### config.mk
export PLATFORM = sky130hd
export DESIGN_NAME = percent_decoder_top
export DESIGN_NICKNAME = d
export VERILOG_FILES = /design/src/hw/rtl/pd_pkg.sv /design/src/hw/rtl/pd_front.sv /design/src/hw/rtl/pd_queue.sv /design/src/hw/rtl/pd_back.sv /design/src/hw/rtl/percent_decoder_top.sv
export SDC_FILE = /design/constraint.sdc
export NUM_CORES = 1
export LEC_CHECK = 0
export BUFFER_PORTS_ARGS = -buffer_cell sky130_fd_sc_hd__buf_2
export CAP_MARGIN = 0
export CORE_AREA = 4 4 106 108
export CTS_CLUSTER_DIAMETER = 80
export CTS_CLUSTER_SIZE = 24
export DETAILED_ROUTE_END_ITERATION = 7
export DIE_AREA = 0 0 110 112
export GPL_ROUTABILITY_DRIVEN = 0
export SLEW_MARGIN = 20
export SYNTH_ARGS = -nofsm -noshare
export SYNTH_HDL_FRONTEND = slang
export SYNTH_SLANG_ARGS = --single-unit
### constraint.sdc
create_clock -name clock -period 11.45 [get_ports clock]
set_input_delay 0 -clock clock [delete_from_list [all_inputs] [get_ports clock]]
set_output_delay 0 -clock clock [all_outputs]
set_load 0.005 [all_outputs]
### src/hw/rtl/pd_pkg.sv
// Shared types, constants and helper functions for the percent decoder.
package pd_pkg;

   localparam int unsigned QUEUE_DEPTH = 2;
   localparam int unsigned MAX_RESULTS = 3;

   localparam logic [7:0] CH_PERCENT = 8'h25;
   localparam logic [7:0] CH_PLUS    = 8'h2B;
   localparam logic [7:0] CH_SPACE   = 8'h20;
   localparam logic [7:0] CH_ZERO    = 8'h30;
   localparam logic [7:0] CH_NINE    = 8'h39;
   localparam logic [7:0] CH_UPPER_A = 8'h41;
   localparam logic [7:0] CH_UPPER_F = 8'h46;
   localparam logic [7:0] CH_LOWER_A = 8'h61;
   localparam logic [7:0] CH_LOWER_F = 8'h66;
   localparam logic [7:0] ALPHA_BASE = 8'd10;

   typedef enum logic [1:0] {
      PHASE_IDLE  = 2'd0,
      PHASE_PCT   = 2'd1,
      PHASE_DIGIT = 2'd2
   } escape_phase_type;

   typedef struct packed {
      logic [7:0] in_byte;
      logic       in_final;
   } req_type;

   typedef struct packed {
      logic [7:0] out_byte;
      logic       run_last;
      logic       text_end;
   } rsp_type;

   // All results caused by one item
   typedef struct packed {
      logic [1:0]                   count;
      logic [MAX_RESULTS-1:0][7:0]  bytes;
      logic                         fin;
   } bundle_type;

   function automatic logic is_hex(input logic [7:0] c);
      return (c >= CH_ZERO && c <= CH_NINE) || (c >= CH_UPPER_A && c <= CH_UPPER_F) ||
             (c >= CH_LOWER_A && c <= CH_LOWER_F);
   endfunction

   function automatic logic [3:0] nibble(input logic [7:0] c);
      logic [7:0] v;
      if (c >= CH_LOWER_A) begin
         v = c - CH_LOWER_A + ALPHA_BASE;
      end else if (c >= CH_UPPER_A) begin
         v = c - CH_UPPER_A + ALPHA_BASE;
      end else begin
         v = c - CH_ZERO;
      end
      return v[3:0];
   endfunction

endpackage

### src/hw/rtl/pd_front.sv
// Front end: tracks the escape state and turns each item that yields results into a result bundle.
module pd_front (
   input  logic               clock,
   input  logic               reset,
   input  logic               req_valid,
   output logic               req_stall,
   input  pd_pkg::req_type    req_data,
   output logic               push,
   output pd_pkg::bundle_type push_data,
   input  logic               queue_full
);

   pd_pkg::escape_phase_type phase_ff, phase_in;
   logic [7:0]               held_ff, held_in;
   logic                     accept;
   logic                     do_fresh;
   logic [1:0]               cnt;
   logic [pd_pkg::MAX_RESULTS-1:0][7:0] bytes;
   logic [7:0]               b;

   assign req_stall = queue_full;
   assign accept    = req_valid && !queue_full;
   assign b         = req_data.in_byte;

   always_ff @(posedge clock) begin
      if (reset) begin
         phase_ff <= pd_pkg::PHASE_IDLE;
         held_ff  <= '0;
      end else if (accept) begin
         phase_ff <= phase_in;
         held_ff  <= held_in;
      end
   end

   always_comb begin
      phase_in = phase_ff;
      held_in  = held_ff;
      do_fresh = 1'b0;
      cnt      = 2'd0;
      bytes    = '0;

      case (phase_ff)
         pd_pkg::PHASE_PCT: begin
            if (pd_pkg::is_hex(b)) begin
               held_in  = b;
               phase_in = pd_pkg::PHASE_DIGIT;
            end else begin
               bytes[cnt] = pd_pkg::CH_PERCENT;
               cnt        = cnt + 2'd1;
               phase_in   = pd_pkg::PHASE_IDLE;
               do_fresh   = 1'b1;
            end
         end
         pd_pkg::PHASE_DIGIT: begin
            if (pd_pkg::is_hex(b)) begin
               bytes[cnt] = {pd_pkg::nibble(held_ff), pd_pkg::nibble(b)};
               cnt        = cnt + 2'd1;
            end else begin
               bytes[cnt] = pd_pkg::CH_PERCENT;
               cnt        = cnt + 2'd1;
               bytes[cnt] = held_ff;
               cnt        = cnt + 2'd1;
               do_fresh   = 1'b1;
            end
            phase_in = pd_pkg::PHASE_IDLE;
            held_in  = '0;
         end
         default: begin
            phase_in = pd_pkg::PHASE_IDLE;
            do_fresh = 1'b1;
         end
      endcase

      if (do_fresh) begin
         if (b == pd_pkg::CH_PERCENT) begin
            phase_in = pd_pkg::PHASE_PCT;
         end else if (cnt != 2'd3) begin
            bytes[cnt] = (b == pd_pkg::CH_PLUS) ? pd_pkg::CH_SPACE : b;
            cnt        = cnt + 2'd1;
         end
      end

      if (req_data.in_final) begin
         if (phase_in == pd_pkg::PHASE_PCT && cnt != 2'd3) begin
            bytes[cnt] = pd_pkg::CH_PERCENT;
            cnt        = cnt + 2'd1;
         end else if (phase_in == pd_pkg::PHASE_DIGIT && cnt == 2'd0) begin
            bytes[0] = pd_pkg::CH_PERCENT;
            bytes[1] = held_in;
            cnt      = 2'd2;
         end
         phase_in = pd_pkg::PHASE_IDLE;
         held_in  = '0;
      end
   end

   // items that only extend an escape carry no results and are dropped here
   assign push            = accept && (cnt != 2'd0);
   assign push_data.count = cnt;
   assign push_data.bytes = bytes;
   assign push_data.fin   = req_data.in_final;

endmodule

### src/hw/rtl/pd_queue.sv
// Short queue of result bundles between front and back end.
module pd_queue #(
   parameter int unsigned DEPTH = pd_pkg::QUEUE_DEPTH
) (
   input  logic               clock,
   input  logic               reset,
   input  logic               push,
   input  pd_pkg::bundle_type push_data,
   output logic               full,
   input  logic               pop,
   output logic               head_valid,
   output pd_pkg::bundle_type head_data
);

   localparam int unsigned PtrW = (DEPTH > 1) ? $clog2(DEPTH) : 1;
   localparam int unsigned CntW = $clog2(DEPTH + 1);

   pd_pkg::bundle_type entry_ff [DEPTH];
   logic [PtrW-1:0]    wr_ptr_ff, wr_ptr_in;
   logic [PtrW-1:0]    rd_ptr_ff, rd_ptr_in;
   logic [CntW-1:0]    count_ff, count_in;

   assign full       = (count_ff == CntW'(DEPTH));
   assign head_valid = (count_ff != '0);
   assign head_data  = entry_ff[rd_ptr_ff];

   always_comb begin
      wr_ptr_in = wr_ptr_ff;
      rd_ptr_in = rd_ptr_ff;
      count_in  = count_ff;
      if (push) begin
         wr_ptr_in = (wr_ptr_ff == PtrW'(DEPTH - 1)) ? '0 : wr_ptr_ff + 1'b1;
      end
      if (pop) begin
         rd_ptr_in = (rd_ptr_ff == PtrW'(DEPTH - 1)) ? '0 : rd_ptr_ff + 1'b1;
      end
      if (push && !pop) begin
         count_in = count_ff + 1'b1;
      end else if (pop && !push) begin
         count_in = count_ff - 1'b1;
      end
   end

   always_ff @(posedge clock) begin
      if (reset) begin
         wr_ptr_ff <= '0;
         rd_ptr_ff <= '0;
         count_ff  <= '0;
      end else begin
         wr_ptr_ff <= wr_ptr_in;
         rd_ptr_ff <= rd_ptr_in;
         count_ff  <= count_in;
      end
   end

   always_ff @(posedge clock) begin
      if (push) begin
         entry_ff[wr_ptr_ff] <= push_data;
      end
   end

endmodule

### src/hw/rtl/pd_back.sv
// Back end: sends the bytes of the head bundle one item per cycle while rsp_stall is low.
module pd_back (
   input  logic               clock,
   input  logic               reset,
   input  logic               head_valid,
   input  pd_pkg::bundle_type head_data,
   output logic               pop,
   output logic               rsp_valid,
   input  logic               rsp_stall,
   output pd_pkg::rsp_type    rsp_data
);

   logic [1:0] index_ff, index_in;
   logic       last;
   logic       take;

   assign last      = (index_ff == head_data.count - 2'd1);
   assign rsp_valid = head_valid;
   assign take      = head_valid && !rsp_stall;
   assign pop       = take && last;

   assign rsp_data.out_byte = (index_ff == 2'd3) ? 8'h00 : head_data.bytes[index_ff];
   assign rsp_data.run_last = last;
   assign rsp_data.text_end = last && head_data.fin;

   always_comb begin
      index_in = index_ff;
      if (take) begin
         index_in = last ? 2'd0 : index_ff + 2'd1;
      end
   end

   always_ff @(posedge clock) begin
      if (reset) begin
         index_ff <= 2'd0;
      end else begin
         index_ff <= index_in;
      end
   end

endmodule

### src/hw/rtl/percent_decoder_top.sv
// Percent decoder top level: streaming URL percent-decoding, one byte per item.
//
// req channel: one encoded byte per item with in_final on the last byte of a text.
// rsp channel: decoded bytes; run_last marks the last result of an input item,
// text_end the last decoded byte of a text. One input gives zero to three results.
// Both channels: item moves on a clock edge with valid high and stall low.
//
// Throughput: one input item per cycle while req_stall is low, one result per
// cycle while rsp_stall is low. An item that releases n results holds the
// back end until all n are sent; the front end keeps taking items until the
// bundle queue (QUEUE_DEPTH entries) is full, and registers each bundle there.
//
// Reset (synchronous, active high) clears the escape state and empties the
// queue. While rsp_stall is high the current result holds; the queue then
// fills and req_stall rises.
module percent_decoder_top #(
   parameter int unsigned QUEUE_DEPTH = pd_pkg::QUEUE_DEPTH
) (
   input  logic            clock,
   input  logic            reset,
   input  logic            req_valid,
   output logic            req_stall,
   input  pd_pkg::req_type req_data,
   output logic            rsp_valid,
   input  logic            rsp_stall,
   output pd_pkg::rsp_type rsp_data
);

   logic               push;
   logic               pop;
   logic               full;
   logic               head_valid;
   pd_pkg::bundle_type push_data;
   pd_pkg::bundle_type head_data;

   pd_front u_front (
      .clock      (clock),
      .reset      (reset),
      .req_valid  (req_valid),
      .req_stall  (req_stall),
      .req_data   (req_data),
      .push       (push),
      .push_data  (push_data),
      .queue_full (full)
   );

   pd_queue #(
      .DEPTH (QUEUE_DEPTH)
   ) u_queue (
      .clock      (clock),
      .reset      (reset),
      .push       (push),
      .push_data  (push_data),
      .full       (full),
      .pop        (pop),
      .head_valid (head_valid),
      .head_data  (head_data)
   );

   pd_back u_back (
      .clock      (clock),
      .reset      (reset),
      .head_valid (head_valid),
      .head_data  (head_data),
      .pop        (pop),
      .rsp_valid  (rsp_valid),
      .rsp_stall  (rsp_stall),
      .rsp_data   (rsp_data)
   );

endmodule
==> run summary <==
status: finished, final reports clean
vias in the first global route: 2793
Core Area: 10200 sq um
TritonRoute pass-1 iters: 5
initial antenna violation count: 0
Yosys reg bits: 71
top-count cell post-synth: edfxtp_1
most used cell, CP: ha_1
CTS tree: built
Die Y: 112 um
Clock Pin Slew Worst Setup and Hold Paths: 0.08 ns
maximum VDD drop: 56.0 uV
via-per-instance ratio: 5.63
final setup violation count: 0
Worst Clk Skew: 0.0127 ns
Routed wire per std cell: 17.6 um
average cell area after synthesis: 11.1 sq um
Root Buffer: clkbuf_8
delay-heaviest family, CP: simple AND/OR/NAND/NOR gates
hold path startpoint: req_data[4]
Overall Global Routing Usage: 15.9%
Post-synth EDFFs: 54
Worst Setup SP: req_data[2]
Crit Path Class: primary input to flop
Final Slew Violations: 0
pin count of the biggest net entering global routing: 28
PwrDens: 143 nW/um^2
CP endpoint kind: flop
Main synth FF type: edfxtp_1
NumNets Final: 407
Worst EP required: 11.73 ns
FP Rows: 37
DR iter-0 viols: 199
Hold Path Class: primary input to flop
DRC: 0
Max Buffers Root-to-Sink: 2
hpwl dp: 6520 um
Fin Hold WS: 0.0280 ns
clk sinks: 71
Worst Max-Slew Pin Slew: 0.685 ns
syn_nets: 386
Die Wd: 110 um
number of hold violations in the final report: 0
Congestion Overflow GR: 0
die area: 12300 sq um
post-synth cell types: 66
via count: 2944
layout cells sized above 1: 18.3%
PostCTS Resize Cnt: 0
Ys Warns: 0
register area: 1960 sq um
sequential area share after synthesis: 49.0%
IO Pins: 25
Yosys top cell by area: edfxtp_1
Routed Antenna Nets: 0
CP peak stage delay: 0.52 ns
Post-synth top cells: 54 x edfxtp_1, 35 x nor2_1, 19 x a21oi_1, 17 x dfxtp_1, 17 x nand2_1
H-Tree Depth: 3
starting density of the core: 39.2%
Synth Cell Area: 4010 sq um
max_slew headroom: 54.0%
latest clock arrival within the worst-skew pair: 0.35 ns
setup TNS: 0 ns
CP Cell Sequence: dlygate4sd3_1, buf_2, inv_1, ha_1, or3b_2, nand4_1, o21ai_0, buf_4, mux2_2, o211ai_1, and2_1, ha_1, or3_1, a21oi_1
post-route setup slack: 8.22 ns
CP max stage cell: dlygate4sd3_1
Area Overhead vs Synth: 11.1%
first-pass GRT wire length: 15100 um
area of the multi-input gates: 1880 sq um
CP Data Arrival Time: 3.51 ns
Tcrit/Tclk final: 28.2%
ant diodes: 0
Mapped Cells: 361
CTS Buf Count: 9
Leakage: 1.60 nW
WP buf/inv: 4
Filler cells: 983
CP Launch Type: primary input
worst reg2reg path startpoint: u_front.phase_ff[0]$_SDFFE_PP0P_
f_max: 309 MHz
min Tclk post-route: 3.23 ns
Setup WS pre-CTS: 8.35 ns
final wirelength: 9190 um
maxcap violations: 0
CP max FO: 14
Yosys top cell area share: 40.5%
FFs w/ async S/R, synth: 0%
port bufs: 24
RSZ-0062 raised after global routing: no
Synth area leaders: edfxtp_1 40%, dfxtp_1 8.5%, mux4_2 4.5%
[layer usage]
layer	wire, um	track usage, %
met1	4400	24.4
met2	4100	22.9
met3	567	2.43
met4	126	4.74
met5	0	0
[where the power goes]
group	internal, mW	switching (mW)	total [mW]
Clock	0.0995	0.0945	0.194
Combinational	0.0584	0.0616	0.120
Sequential	0.306	0.0163	0.322
[sequential cells by signal, summed over array words and instances (netlist names), named ones only]
signal / cells
u_back.index_ff: 2
u_front.held_ff: 8
u_front.phase_ff: 2
u_queue.count_ff: 2
u_queue.entry_ff: 54
u_queue.rd_ptr_ff: 1
u_queue.wr_ptr_ff: 1
[logic make-up (layout without fill, tap and decap cells)]
logic type | count (synthesis) | after routing | synth area share (%)
compound gates | 98 | 98 | 17.7
xor+xnor | 10 | 10 | 2.19
fa+ha+maj | 12 | 12 | 3.75
buf+inv | 38 | 64 | 4.31
flops | 71 | 71 | 49.0
mux | 26 | 26 | 9.46
simple gates | 106 | 106 | 13.6
[final cells by class]
| cell class | count | area share, % |
|---|---|---|
| Clock inverter | 6 | 1.38 |
| Tap cell | 136 | 3.82 |
| Clock buffer | 10 | 2.87 |
| Multi-Input combinational cell | 252 | 42.2 |
| Inverter | 16 | 1.35 |
| Sequential cell | 71 | 44.1 |
| Timing Repair Buffer | 32 | 4.33 |
[placed cells by master (no fill, tap or decap), types with 7 or more instances in the layout]
cell      netlist  routed
dfxtp_1        17      16
nor3_1          7       7
nor2_1         35      35
ha_1           12      12
a22o_1         14      14
o21ai_0        13      13
a21oi_1        19      19
nand2_1        17      17
mux2_2         11      11
nor2b_1         7       7
edfxtp_1       54      54
mux4_2          8       8
buf_2           3      24
clkbuf_8        0       9
a22oi_1        11      11
inv_1          14      14
nand2b_1        7       7
[worst paths after layout]
path	depth (start not counted)	end	slack [ns]
min reg2reg	2	u_queue.count_ff[1]$_SDFFE_PP0P_	0.51
max reg2reg	10	u_queue.count_ff[1]$_SDFFE_PP0P_	8.30
max	14	u_queue.count_ff[1]$_SDFFE_PP0P_	8.22
min	2	u_front.held_ff[3]$_SDFFE_PP0P_	0.03
[worst reg2reg max path: stages, from the launching register on]
cell and delay, ns:
dfxtp_1 0.34, inv_1 0.06, ha_1 0.55, clkinv_1 0.45, xnor2_1 0.23, mux2_2 0.30, o211ai_1 0.22, and2_1 0.18
ha_1 0.26, or3_1 0.35, a21oi_1 0.14
[what timing repair did]
item / CTS / global route
setup endpoints to repair: 0 / 0
hold buffers: 5 / 0
endpoints found under the hold margin: 9 / 0
buffers inserted: 0 / 0
[metrics by stage]
step / util [%] / instances / power (mW) / cell area, sq um
final: 43.5 / 523 / 0.636 / 4450
after global routing: 43.5 / 523 / 0.671 / 4450
after CTS: 43.5 / 523 / 0.642 / 4450
after detailed placement: 41.2 / 502 / 0.449 / 4210
after global placement: 41.2 / 502 / 0.447 / 4210
after floorplan: - / 361 / 0.411 / 4010
(Power assumes the default switching activity.)
